**src/rtl/core/hsl2rgb_pkg.sv**
```systemverilog
// Package with the fixed-point formats, sector codes and constants of the HSL to RGB converter.
package hsl2rgb_pkg;

  // Field widths of the input and result items.
  localparam int HUE_W  = 15;
  localparam int UNIT_W = 13;
  localparam int CHAN_W = 13;

  // Fixed-point formats.
  localparam int UNIT_FRAC_BITS = 12;
  localparam int HUE_FRAC_BITS  = 6;

  localparam int UNIT_ONE  = 1 << UNIT_FRAC_BITS;
  localparam int SIXTY_DEG = 60 << HUE_FRAC_BITS;
  localparam int FULL_TURN = 360 << HUE_FRAC_BITS;

  localparam logic [HUE_W-1:0]  FULL_TURN_H = HUE_W'(FULL_TURN);
  localparam logic [UNIT_W-1:0] UNIT_ONE_U  = UNIT_W'(UNIT_ONE);

  // Signed hue offset within the 120 degree period, and the x weight.
  localparam int W_W = HUE_W + 1;
  localparam logic signed [W_W-1:0] SIXTY_S = W_W'(SIXTY_DEG);

  // Signed width for 2l - 1.0.
  localparam int DL_W = UNIT_W + 2;
  localparam logic signed [DL_W-1:0] UNIT_ONE_S = DL_W'(UNIT_ONE);

  // Chroma scaled by 1.0 squared, and its sums with the scaled lightness.
  localparam int PROD_W = 2 * UNIT_W;
  localparam int SUM_W  = PROD_W + 2;
  localparam int HALF_SHIFT = UNIT_FRAC_BITS + 1;

  // The common denominator is 15 * 2^XSHIFT: the power of two is a shift,
  // the factor 15 is a multiplication by a rounded-up reciprocal.
  localparam int XPROD_W = PROD_W + 1 + W_W;
  localparam int XSHIFT  = UNIT_FRAC_BITS + HUE_FRAC_BITS + 3;
  localparam int Q_W     = XPROD_W - XSHIFT + 2;
  localparam int RECIP_SHIFT = UNIT_FRAC_BITS + 8;
  localparam int RECIP_W     = RECIP_SHIFT - 3;
  localparam logic [RECIP_W-1:0] RECIP15 = RECIP_W'(((1 << RECIP_SHIFT) + 14) / 15);
  localparam int RPROD_W = Q_W - 1 + RECIP_W;

  // Hue sectors of 60 degrees, named by the colors at their ends.
  typedef enum logic [2:0] {
    SECT_R_Y = 3'd0,
    SECT_Y_G = 3'd1,
    SECT_G_C = 3'd2,
    SECT_C_B = 3'd3,
    SECT_B_M = 3'd4,
    SECT_M_R = 3'd5
  } sector_e;

endpackage

```
**src/rtl/core/hsl_to_rgb_converter.sv**
```systemverilog
// Top level of the pipelined HSL to RGB converter.
//
// Usage: one transaction on the input channel (in_valid_i, in_stall_o) carries a
// hue, saturation and lightness triple; one transaction on the output channel
// (out_valid_o, out_stall_i) carries the red, green and blue channels and the
// in_range flag. Every input transaction gives exactly one output transaction, in order.
// Out-of-range inputs give zero channels with in_range_o low.
// The datapath is five register stages: range check and hue folding, the chroma
// multiply, the x-weight multiply, the shift by the power-of-two part of the
// denominator, and the reciprocal multiply for the factor 15 with the sector mux
// into the output register.
// Throughput is one transaction per cycle while the receiver does not stall.
// A stall freezes the run of full stages at the output end; the others still move,
// so in_stall_o rises only when the whole pipeline holds data and out_stall_i is high.
// Reset clears all stage valid bits; the pipeline then starts empty.
module hsl_to_rgb_converter (
  input  logic                             clk_i,
  input  logic                             rst_ni,
  input  logic                             in_valid_i,
  output logic                             in_stall_o,
  input  logic [hsl2rgb_pkg::HUE_W-1:0]    hue_i,
  input  logic [hsl2rgb_pkg::UNIT_W-1:0]   saturation_i,
  input  logic [hsl2rgb_pkg::UNIT_W-1:0]   lightness_i,
  output logic                             out_valid_o,
  input  logic                             out_stall_i,
  output logic [hsl2rgb_pkg::CHAN_W-1:0]   red_o,
  output logic [hsl2rgb_pkg::CHAN_W-1:0]   green_o,
  output logic [hsl2rgb_pkg::CHAN_W-1:0]   blue_o,
  output logic                             in_range_o
);

  typedef struct packed {
    logic                                   ok;
    hsl2rgb_pkg::sector_e                   sector;
    logic [hsl2rgb_pkg::UNIT_W-1:0]         light;
    logic [hsl2rgb_pkg::UNIT_W-1:0]         sat;
    logic [hsl2rgb_pkg::UNIT_W-1:0]         achrom;
    logic signed [hsl2rgb_pkg::W_W-1:0]     weight;
  } st1_t;

  typedef struct packed {
    logic                                   ok;
    hsl2rgb_pkg::sector_e                   sector;
    logic [hsl2rgb_pkg::UNIT_W-1:0]         light;
    logic [hsl2rgb_pkg::PROD_W-1:0]         c2;
    logic signed [hsl2rgb_pkg::W_W-1:0]     weight;
  } st2_t;

  typedef struct packed {
    logic                                   ok;
    hsl2rgb_pkg::sector_e                   sector;
    logic [hsl2rgb_pkg::UNIT_W-1:0]         light;
    logic [hsl2rgb_pkg::CHAN_W-1:0]         cm;
    logic [hsl2rgb_pkg::CHAN_W-1:0]         mm;
    logic signed [hsl2rgb_pkg::XPROD_W-1:0] xprod;
  } st3_t;

  typedef struct packed {
    logic                                   ok;
    hsl2rgb_pkg::sector_e                   sector;
    logic [hsl2rgb_pkg::CHAN_W-1:0]         cm;
    logic [hsl2rgb_pkg::CHAN_W-1:0]         mm;
    logic signed [hsl2rgb_pkg::Q_W-1:0]     q;
  } st4_t;

  typedef struct packed {
    logic                                   ok;
    logic [hsl2rgb_pkg::CHAN_W-1:0]         red;
    logic [hsl2rgb_pkg::CHAN_W-1:0]         green;
    logic [hsl2rgb_pkg::CHAN_W-1:0]         blue;
  } st5_t;

  logic v1_q, v2_q, v3_q, v4_q, v5_q;
  logic rdy1, rdy2, rdy3, rdy4, rdy5;
  st1_t s1_d, s1_q;
  st2_t s2_d, s2_q;
  st3_t s3_d, s3_q;
  st4_t s4_d, s4_q;
  st5_t s5_d, s5_q;

  // A stage takes new data when it is empty or its contents move on.
  assign rdy5 = !v5_q || !out_stall_i;
  assign rdy4 = !v4_q || rdy5;
  assign rdy3 = !v3_q || rdy4;
  assign rdy2 = !v2_q || rdy3;
  assign rdy1 = !v1_q || rdy2;
  assign in_stall_o = !rdy1;

  // Stage 1: range check, |2l - 1|, hue sector and distance from mid-period.
  logic signed [hsl2rgb_pkg::DL_W-1:0] dl, dl_abs, achrom_s;
  logic [hsl2rgb_pkg::HUE_W-1:0]       hue_p;
  logic signed [hsl2rgb_pkg::W_W-1:0]  dh, dh_abs;
  hsl2rgb_pkg::sector_e                sector;

  always_comb begin
    if (hue_i < hsl2rgb_pkg::HUE_W'(hsl2rgb_pkg::SIXTY_DEG)) begin
      sector = hsl2rgb_pkg::SECT_R_Y;
    end else if (hue_i < hsl2rgb_pkg::HUE_W'(2 * hsl2rgb_pkg::SIXTY_DEG)) begin
      sector = hsl2rgb_pkg::SECT_Y_G;
    end else if (hue_i < hsl2rgb_pkg::HUE_W'(3 * hsl2rgb_pkg::SIXTY_DEG)) begin
      sector = hsl2rgb_pkg::SECT_G_C;
    end else if (hue_i < hsl2rgb_pkg::HUE_W'(4 * hsl2rgb_pkg::SIXTY_DEG)) begin
      sector = hsl2rgb_pkg::SECT_C_B;
    end else if (hue_i < hsl2rgb_pkg::HUE_W'(5 * hsl2rgb_pkg::SIXTY_DEG)) begin
      sector = hsl2rgb_pkg::SECT_B_M;
    end else begin
      sector = hsl2rgb_pkg::SECT_M_R;
    end

    case (sector)
      hsl2rgb_pkg::SECT_R_Y, hsl2rgb_pkg::SECT_Y_G: begin
        hue_p = hue_i;
      end
      hsl2rgb_pkg::SECT_G_C, hsl2rgb_pkg::SECT_C_B: begin
        hue_p = hue_i - hsl2rgb_pkg::HUE_W'(2 * hsl2rgb_pkg::SIXTY_DEG);
      end
      default: begin
        hue_p = hue_i - hsl2rgb_pkg::HUE_W'(4 * hsl2rgb_pkg::SIXTY_DEG);
      end
    endcase

    dh       = $signed({1'b0, hue_p}) - hsl2rgb_pkg::SIXTY_S;
    dh_abs   = (dh < 0) ? -dh : dh;
    dl       = $signed({1'b0, lightness_i, 1'b0}) - hsl2rgb_pkg::UNIT_ONE_S;
    dl_abs   = (dl < 0) ? -dl : dl;
    achrom_s = hsl2rgb_pkg::UNIT_ONE_S - dl_abs;

    s1_d.ok     = (hue_i <= hsl2rgb_pkg::FULL_TURN_H) &&
                  (saturation_i <= hsl2rgb_pkg::UNIT_ONE_U) &&
                  (lightness_i <= hsl2rgb_pkg::UNIT_ONE_U);
    s1_d.sector = sector;
    s1_d.light  = lightness_i;
    s1_d.sat    = saturation_i;
    s1_d.achrom = achrom_s[hsl2rgb_pkg::UNIT_W-1:0];
    s1_d.weight = hsl2rgb_pkg::SIXTY_S - (dh_abs <<< 1);
  end

  // Stage 2: chroma scaled by 1.0 squared.
  always_comb begin
    s2_d.ok     = s1_q.ok;
    s2_d.sector = s1_q.sector;
    s2_d.light  = s1_q.light;
    s2_d.c2     = hsl2rgb_pkg::PROD_W'(s1_q.achrom) * hsl2rgb_pkg::PROD_W'(s1_q.sat);
    s2_d.weight = s1_q.weight;
  end

  // Stage 3: c + m and m by a shift, and the x term product.
  logic signed [hsl2rgb_pkg::SUM_W-1:0] l_sh, cm_num, mm_num;

  always_comb begin
    l_sh   = $signed(hsl2rgb_pkg::SUM_W'(s2_q.light) << hsl2rgb_pkg::HALF_SHIFT);
    cm_num = l_sh + $signed(hsl2rgb_pkg::SUM_W'(s2_q.c2));
    mm_num = l_sh - $signed(hsl2rgb_pkg::SUM_W'(s2_q.c2));

    s3_d.ok     = s2_q.ok;
    s3_d.sector = s2_q.sector;
    s3_d.light  = s2_q.light;
    s3_d.cm     = hsl2rgb_pkg::CHAN_W'(cm_num >>> hsl2rgb_pkg::HALF_SHIFT);
    s3_d.mm     = (mm_num <= 0) ? '0 : hsl2rgb_pkg::CHAN_W'(mm_num >>> hsl2rgb_pkg::HALF_SHIFT);
    s3_d.xprod  = hsl2rgb_pkg::XPROD_W'($signed({1'b0, s2_q.c2})) *
                  hsl2rgb_pkg::XPROD_W'(s2_q.weight);
  end

  // Stage 4: x + m numerator over the power-of-two part of the denominator.
  always_comb begin
    s4_d.ok     = s3_q.ok;
    s4_d.sector = s3_q.sector;
    s4_d.cm     = s3_q.cm;
    s4_d.mm     = s3_q.mm;
    s4_d.q      = $signed(hsl2rgb_pkg::Q_W'(s3_q.light) * hsl2rgb_pkg::Q_W'(15)) +
                  $signed(hsl2rgb_pkg::Q_W'(s3_q.xprod >>> hsl2rgb_pkg::XSHIFT));
  end

  // Stage 5: division by 15 through the reciprocal, then the sector mux.
  logic [hsl2rgb_pkg::RPROD_W-1:0] rprod;
  logic [hsl2rgb_pkg::CHAN_W-1:0]  xm;

  always_comb begin
    rprod = hsl2rgb_pkg::RPROD_W'(s4_q.q[hsl2rgb_pkg::Q_W-2:0]) *
            hsl2rgb_pkg::RPROD_W'(hsl2rgb_pkg::RECIP15);
    xm    = (s4_q.q <= 0) ? '0 : hsl2rgb_pkg::CHAN_W'(rprod >> hsl2rgb_pkg::RECIP_SHIFT);

    s5_d.ok = s4_q.ok;
    case (s4_q.sector)
      hsl2rgb_pkg::SECT_R_Y: begin
        s5_d.red = s4_q.cm; s5_d.green = xm;      s5_d.blue = s4_q.mm;
      end
      hsl2rgb_pkg::SECT_Y_G: begin
        s5_d.red = xm;      s5_d.green = s4_q.cm; s5_d.blue = s4_q.mm;
      end
      hsl2rgb_pkg::SECT_G_C: begin
        s5_d.red = s4_q.mm; s5_d.green = s4_q.cm; s5_d.blue = xm;
      end
      hsl2rgb_pkg::SECT_C_B: begin
        s5_d.red = s4_q.mm; s5_d.green = xm;      s5_d.blue = s4_q.cm;
      end
      hsl2rgb_pkg::SECT_B_M: begin
        s5_d.red = xm;      s5_d.green = s4_q.mm; s5_d.blue = s4_q.cm;
      end
      default: begin
        s5_d.red = s4_q.cm; s5_d.green = s4_q.mm; s5_d.blue = xm;
      end
    endcase

    if (!s4_q.ok) begin
      s5_d.red   = '0;
      s5_d.green = '0;
      s5_d.blue  = '0;
    end
  end

  // Valid bits.
  always_ff @(posedge clk_i or negedge rst_ni) begin
    if (!rst_ni) begin
      v1_q <= 1'b0;
      v2_q <= 1'b0;
      v3_q <= 1'b0;
      v4_q <= 1'b0;
      v5_q <= 1'b0;
    end else begin
      if (rdy1) v1_q <= in_valid_i;
      if (rdy2) v2_q <= v1_q;
      if (rdy3) v3_q <= v2_q;
      if (rdy4) v4_q <= v3_q;
      if (rdy5) v5_q <= v4_q;
    end
  end

  // Payload registers.
  always_ff @(posedge clk_i) begin
    if (rdy1 && in_valid_i) s1_q <= s1_d;
    if (rdy2 && v1_q)       s2_q <= s2_d;
    if (rdy3 && v2_q)       s3_q <= s3_d;
    if (rdy4 && v3_q)       s4_q <= s4_d;
    if (rdy5 && v4_q)       s5_q <= s5_d;
  end

  assign out_valid_o = v5_q;
  assign red_o       = s5_q.red;
  assign green_o     = s5_q.green;
  assign blue_o      = s5_q.blue;
  assign in_range_o  = s5_q.ok;

  // An out-of-range transaction carries zero channels.
  assert property (@(posedge clk_i) disable iff (!rst_ni)
    (out_valid_o && !in_range_o) |-> (red_o == '0 && green_o == '0 && blue_o == '0))
    else $error("out-of-range result with nonzero channel");

  // No channel of an in-range result exceeds full intensity.
  assert property (@(posedge clk_i) disable iff (!rst_ni)
    (out_valid_o && in_range_o) |->
      (red_o <= hsl2rgb_pkg::UNIT_ONE_U && green_o <= hsl2rgb_pkg::UNIT_ONE_U &&
       blue_o <= hsl2rgb_pkg::UNIT_ONE_U))
    else $error("channel above full intensity");

  // The input side stalls only when the pipeline is full and the output is stalled.
  assert property (@(posedge clk_i) disable iff (!rst_ni)
    in_stall_o |-> (out_valid_o && out_stall_i && v1_q && v2_q && v3_q && v4_q))
    else $error("input stalled with room in the pipeline");

endmodule

```
**config.mk**
```make
export PLATFORM = sky130hd
export DESIGN_NAME = hsl_to_rgb_converter
export DESIGN_NICKNAME = d
export VERILOG_FILES = /design/src/rtl/core/hsl2rgb_pkg.sv /design/src/rtl/core/hsl_to_rgb_converter.sv
export SDC_FILE = /design/constraint.sdc
export NUM_CORES = 2
export LEC_CHECK = 0
export ABC_AREA = 1
export ABC_CLOCK_PERIOD_IN_PS = 6800
export BUFFER_PORTS_ARGS = -buffer_cell sky130_fd_sc_hd__buf_2
export CAP_MARGIN = 20
export CORE_MARGIN = 3
export CORE_UTILIZATION = 66
export DETAILED_ROUTE_END_ITERATION = 6
export PLACE_DENSITY = 0.85
export SLEW_MARGIN = 20
export SYNTH_ARGS = -nofsm -noshare
export SYNTH_HDL_FRONTEND = slang
export SYNTH_SLANG_ARGS = --single-unit
```
**constraint.sdc**
```tcl
create_clock -name clk_i -period 6.8 [get_ports clk_i]
set_input_delay 1.02 -clock clk_i [delete_from_list [all_inputs] [get_ports clk_i]]
set_output_delay 1.02 -clock clk_i [all_outputs]
set_load 0.02 [all_outputs]
```
After elaboration in Yosys (flattened, before gate mapping)
Cells that the tools add are included.

cells by class
  multipliers = 4
  shift operators = 0
  mux-type cells = 10
  divide/modulo/power cells = 0
  add/sub/neg operators = 11
  bitwise gates (word level) = 0
  equality and inequality tests = 7
  $lt $le $gt $ge = 12
  reduce and logical (&&, ||, !) cells = 23

operators by type and width
  cell                    count
  $pmux 39 s5             1
  $mul 27x16->43          1
  $mul 23x16->32 const B  1
  $lt 15x14->1 const B    2
  $pmux 15 s2             1
  $le 27x1->1 const B     1
  $sub 26x26->27          1
  $add 26x26->26          1
  $le 13x13->1 const B    2
  $mul 13x13->26          1
  $mux 13                 2
  $add 18x22->23          1
  $le 23x1->1 const B     1
  $mul 13x4->17 const B   1
  $lt 16x1->1 const B     1
  $sub 13x16->16 const A  1
  $sub 15x12->16 const B  1
  $le 15x15->1 const B    1
  $lt 15x1->1 const B     1
  $lt 15x12->1 const B    1
  $lt 15x13->1 const B    1
  $lt 15x15->1 const B    1
  $mux 15                 1
  $neg 15->15             1
  other kinds (15)        40

word-level totals
  memories = 0
  flip-flop bits (word level) = 302
  ROM bits = 0
  output and inout port bits = 42
  word-level logic and storage cells = 98
  bits in latches = 0
  bits of input ports = 45
  RAM bits = 0

Logic depth before layout (Yosys ltp)
  depth after elaboration = 13
  depth in mapped cells = 28
  mapped depth without buffers = 26

Worst setup path after synthesis
OpenSTA, ideal clock, no wires.

  kind = register to register
  from = reg s2_q[15] in the netlist's numbering
  to = reg s3_q[29] in the netlist's numbering, data pin
  setup time = 0.265 ns
  period minus slack after synthesis = 6.082 ns
  cell stages (with the launch flop) = 25
  buffers on the path = 2
  arrival = 5.817 ns
  data required time = 6.535 ns
  slack = 0.718 ns
  path through = edfxtp_1 -> clkbuf_1 -> clkinv_1 -> clkbuf_1 -> nor2_1 -> fa_1 -> inv_1 -> fa_1 -> inv_1 -> fa_1 -> fa_1 -> fa_1 -> inv_1 -> fa_1 -> inv_1 -> ha_1 -> a21oi_1 -> inv_1 -> a31oi_1 -> o21ai_0 -> nand2_1 -> o211ai_1 -> a21oi_1 -> o21ai_0 -> xor2_1

RTL lines
  what                      RTL line                     text
  start: declaration        hsl_to_rgb_converter.sv:76   st2_t s2_d, s2_q;
  start signal: assignment  hsl_to_rgb_converter.sv:232  if (rdy2 && v1_q) s2_q <= s2_d;
  end signal: assignment    hsl_to_rgb_converter.sv:233  if (rdy3 && v2_q) s3_q <= s3_d;
  end: declaration          hsl_to_rgb_converter.sv:77   st3_t s3_d, s3_q;

==> flow_metrics.tcl <==
set metrics [dict create \
    finalWirelength_mm 89.1 \
    crit_path_max_fanout 25 \
    synth_common_cells "sky130_fd_sc_hd__inv_1 (1001), sky130_fd_sc_hd__nand2_1 (920), sky130_fd_sc_hd__fa_1 (473), sky130_fd_sc_hd__ha_1 (356), sky130_fd_sc_hd__edfxtp_1 (271)" \
    final.setup_skew_ns 0.0322 \
    diodes 0 \
    io_pins 87 \
    num-nets-final 5069 \
    ctsHtreeMaxLevel 1 \
    number_of_hold_buffers_added_after_cts 0 \
    worstSetupStartpointType "flip-flop" \
    yosys-top-cells-area "sky130_fd_sc_hd__fa_1 (26%), sky130_fd_sc_hd__edfxtp_1 (23%), sky130_fd_sc_hd__ha_1 (12%), sky130_fd_sc_hd__inv_1 (10%), sky130_fd_sc_hd__nand2_1 (9.6%)" \
    setup_viol 0 \
    async_set_reset_flop_share_out_of_synthesis_pct 1.81 \
    detail_route.first_pass.iterations 6 \
    clock_tree.root_cell "sky130_fd_sc_hd__clkbuf_16" \
    critical-path-top-cell-by-count "sky130_fd_sc_hd__nand2_1" \
    synth.cell_area_mm2 0.0360 \
    detail_route.wl_per_cell_um 18.2 \
    cts.clk_slew.worst_paths_ns 0.07 \
    syn-instance-count 4183 \
    areaGrowthSynthToFinish_pct 5.53 \
    required_ns 7.14 \
    floorplan.core_area_mm2 0.0533 \
    max_slew.worst_pin.slew_ns 1.08 \
    layout.filler_cells 3774 \
    path_cells "nand2_1 > fa_1 > inv_1 > fa_1 > fa_1 > fa_1 > fa_1 > inv_1 > fa_1 > inv_1 > ha_1 > nand2_1 > nor2_1 > nand2_1 > nor4_1 > nand2_1 > nand2_1 > nand3_1 > nand2b_1 > nand2_1 > nand3_1 > nand2_1" \
    synth_seq_area_share_pct 23.0 \
    cts_setup_buffers 0 \
    route.detailed.vias_per_inst 5.75 \
    clock_sinks 276 \
    synth_top_area_cell "sky130_fd_sc_hd__fa_1" \
    criticalPathCategory "flip-flop to flip-flop" \
    grt_use_total_pct 31.8 \
    cp-end-kind "flip-flop" \
    insertion_delay_ns 0.59 \
    timing.max_slew.rel_slack_pct 27.4 \
    die-area_mm2 0.0573 \
    yosys.cell_count.top_type "sky130_fd_sc_hd__inv_1" \
    timing.critical_path.arrival_ns 6.77 \
    final_cycle_share_pct 94.6 \
    tritoncts "built" \
    antenna_left 0 \
    cts_max_path_buffers 3 \
    slew_viol_final 0 \
    edff_count_synth 271 \
    drt_iter0_markers 2965 \
    cts-buffers-inserted 28 \
    rsz0062_at_grt "no" \
    setup_total_negative_slack_ns 0 \
    dr_total_vias 28185 \
    largest_stage_delay_on_the_critical_path_ns 1.05 \
    ys_seq_elements 276 \
    pin_count_of_the_biggest_net_entering_global_routing 66 \
    finalWeightedCongestion 0.979 \
    grt_pass1_vias 29072 \
    max_freq_mhz 155 \
    postSynth.topFlopCell "sky130_fd_sc_hd__edfxtp_1" \
    ys.warnings.count 0 \
    num_rows 84 \
    grt_most_used_layer "met2" \
    synthesis.nets 5057 \
    die_h_um 239 \
    globalRoute.totalOverflow 0 \
    timing.final.ws_setup_ns 0.369 \
    min_period_ns 6.43 \
    detailedPlacementHpwl_mm 71.1 \
    count_of_buffers_from_port_buffering 86 \
    maxCapViolations 0 \
    floorplan.die.width_um 239 \
    groute.layer.met2.usage_pct 53.5 \
    status "finished, final reports clean" \
    timing.critical_path.max_delay_family "adder cells" \
    postSynthAreaPerCell_um2 8.60 \
    finish.utilization_pct 71.2 \
    start_util_pct 67.5 \
    cp_num_buf_inv 3 \
    critical_path_depth 22 \
    hold_path_class "input port to asynchronous set/reset pin" \
    grt_util_met1_pct 39.4 \
    pre_cts_slack_ns 0.455 \
    hold_viol 0 \
    drc 0 \
    drive_above_1_share_pct 5.76 \
    grt_pass1_wl_mm 144 \
    r2r_cells 22 \
    initial_antenna_violation_count 0 \
    grt.met3_usage_pct 6.66 \
    synthDistinctLibCells 56 \
    critPathSlowestCell "sky130_fd_sc_hd__edfxtp_1" \
    yosys.area.top_type_share_pct 26.3 \
    post_cts_resized 0 \
]
-- cells by family after synthesis --
group / count (synthesis) / share of synthesized area (%)
AO/OA/AOI/OAI: 397 / 6.34
XOR/XNOR: 145 / 3.53
buffers and inverters: 1148 / 12.1
adder cells (fa/ha/maj): 829 / 38.7
AND/OR/NAND/NOR: 1388 / 16.4
flip-flops: 276 / 23.0
-- metal layers --
| layer | vias to the layer above | share of wire [%] |
|---|---|---|
| li1 | 12914 | - |
| met1 | 13351 | 37 |
| met2 | 1554 | 47 |
| met3 | 366 | 10 |
| met4 | 0 | 5.8 |
| met5 | - | 0 |
-- worst paths after layout --
check | from | endpoint | slack, ns
setup / recovery | s2_q[10] | s3_q[38] | 0.37
hold / removal | rst_ni | v2_q | 0.24
setup reg to reg | s2_q[10] | s3_q[38] | 0.37
hold reg to reg | s1_q[52] | l_sh[23] | 0.40
max in group asynchronous | rst_ni | v1_q | 6.40
min in group clk_i | s1_q[52] | l_sh[23] | 0.40
-- sequential cells by signal (all words and copies together) (netlist names) --
| signal | count |
|---|---|
| v1_q | 1 |
| l_sh | 13 |
| red_o | 13 |
| v4_q | 1 |
| out_valid_o | 1 |
| v3_q | 1 |
| s2_q | 44 |
| in_range_o | 1 |
| s4_q | 53 |
| v2_q | 1 |
| green_o | 13 |
| s3_q | 65 |
| s1_q | 56 |
| blue_o | 13 |
-- cell usage in the layout (no fill, tap or decap), types with 7 or more instances in the layout --
| master | instances |
|---|---|
| sky130_fd_sc_hd__fa_1 | 473 |
| sky130_fd_sc_hd__edfxtp_1 | 271 |
| sky130_fd_sc_hd__nor2_4 | 7 |
| sky130_fd_sc_hd__o21a_1 | 8 |
| sky130_fd_sc_hd__o211ai_1 | 9 |
| sky130_fd_sc_hd__a21oi_1 | 176 |
| sky130_fd_sc_hd__nor3_1 | 29 |
| sky130_fd_sc_hd__o21bai_1 | 8 |
| sky130_fd_sc_hd__nand2_2 | 19 |
| sky130_fd_sc_hd__nor4_1 | 22 |
| sky130_fd_sc_hd__xor2_1 | 111 |
| sky130_fd_sc_hd__a22oi_1 | 15 |
| sky130_fd_sc_hd__nand4_1 | 54 |
| sky130_fd_sc_hd__a221oi_1 | 12 |
| sky130_fd_sc_hd__buf_2 | 86 |
| sky130_fd_sc_hd__nand3_1 | 104 |
| sky130_fd_sc_hd__or2_2 | 11 |
| sky130_fd_sc_hd__nor2_1 | 191 |
| sky130_fd_sc_hd__o21ai_0 | 101 |
| sky130_fd_sc_hd__inv_2 | 9 |
| sky130_fd_sc_hd__nand2_1 | 920 |
| sky130_fd_sc_hd__a31oi_1 | 24 |
| sky130_fd_sc_hd__xnor2_1 | 34 |
| sky130_fd_sc_hd__ha_1 | 356 |
| sky130_fd_sc_hd__inv_1 | 999 |
| sky130_fd_sc_hd__a21o_1 | 13 |
| sky130_fd_sc_hd__clkbuf_16 | 28 |
| sky130_fd_sc_hd__o31ai_1 | 8 |
| sky130_fd_sc_hd__buf_4 | 32 |
-- per-stage QoR --
step	cell area, um2	hold slack [ns]	std cells
after floorplan	36000	0.400	4183
after global placement	37000	0.400	4851
after detailed placement	37000	0.405	4851
after CTS	37900	0.226	4903
after global routing	38000	0.236	4905
final	38000	0.241	4905
-- cell type report --
| cell class | instances | area, um2 | area share, % |
|---|---|---|---|
| clock inverter | 18 | 206 | 0.544 |
| tap | 688 | 861 | 2.27 |
| sequential | 276 | 8260 | 21.8 |
| inverter | 1010 | 3790 | 9.99 |
| timing repair buffer | 120 | 706 | 1.86 |
| clock buffer | 34 | 743 | 1.96 |
| multi-input combinational | 2759 | 23400 | 61.6 |
-- worst reg2reg max path, cell delays in order, from the launching register on --
cell and delay, ns:
sky130_fd_sc_hd__edfxtp_1 1.05, sky130_fd_sc_hd__nand2_1 0.17, sky130_fd_sc_hd__fa_1 0.52, sky130_fd_sc_hd__inv_1 0.05
sky130_fd_sc_hd__fa_1 0.47, sky130_fd_sc_hd__fa_1 0.54, sky130_fd_sc_hd__fa_1 0.53, sky130_fd_sc_hd__fa_1 0.59
sky130_fd_sc_hd__inv_1 0.07, sky130_fd_sc_hd__fa_1 0.53, sky130_fd_sc_hd__inv_1 0.04, sky130_fd_sc_hd__ha_1 0.37
sky130_fd_sc_hd__nand2_1 0.15, sky130_fd_sc_hd__nor2_1 0.20, sky130_fd_sc_hd__nand2_1 0.07, sky130_fd_sc_hd__nor4_1 0.19
sky130_fd_sc_hd__nand2_1 0.08, sky130_fd_sc_hd__nand2_1 0.14, sky130_fd_sc_hd__nand3_1 0.11, sky130_fd_sc_hd__nand2b_1 0.12
sky130_fd_sc_hd__nand2_1 0.07, sky130_fd_sc_hd__nand3_1 0.08, sky130_fd_sc_hd__nand2_1 0.07
Power is not shown: default switching activity piles up to over one toggle a cycle in this logic, so the estimate is an artifact.
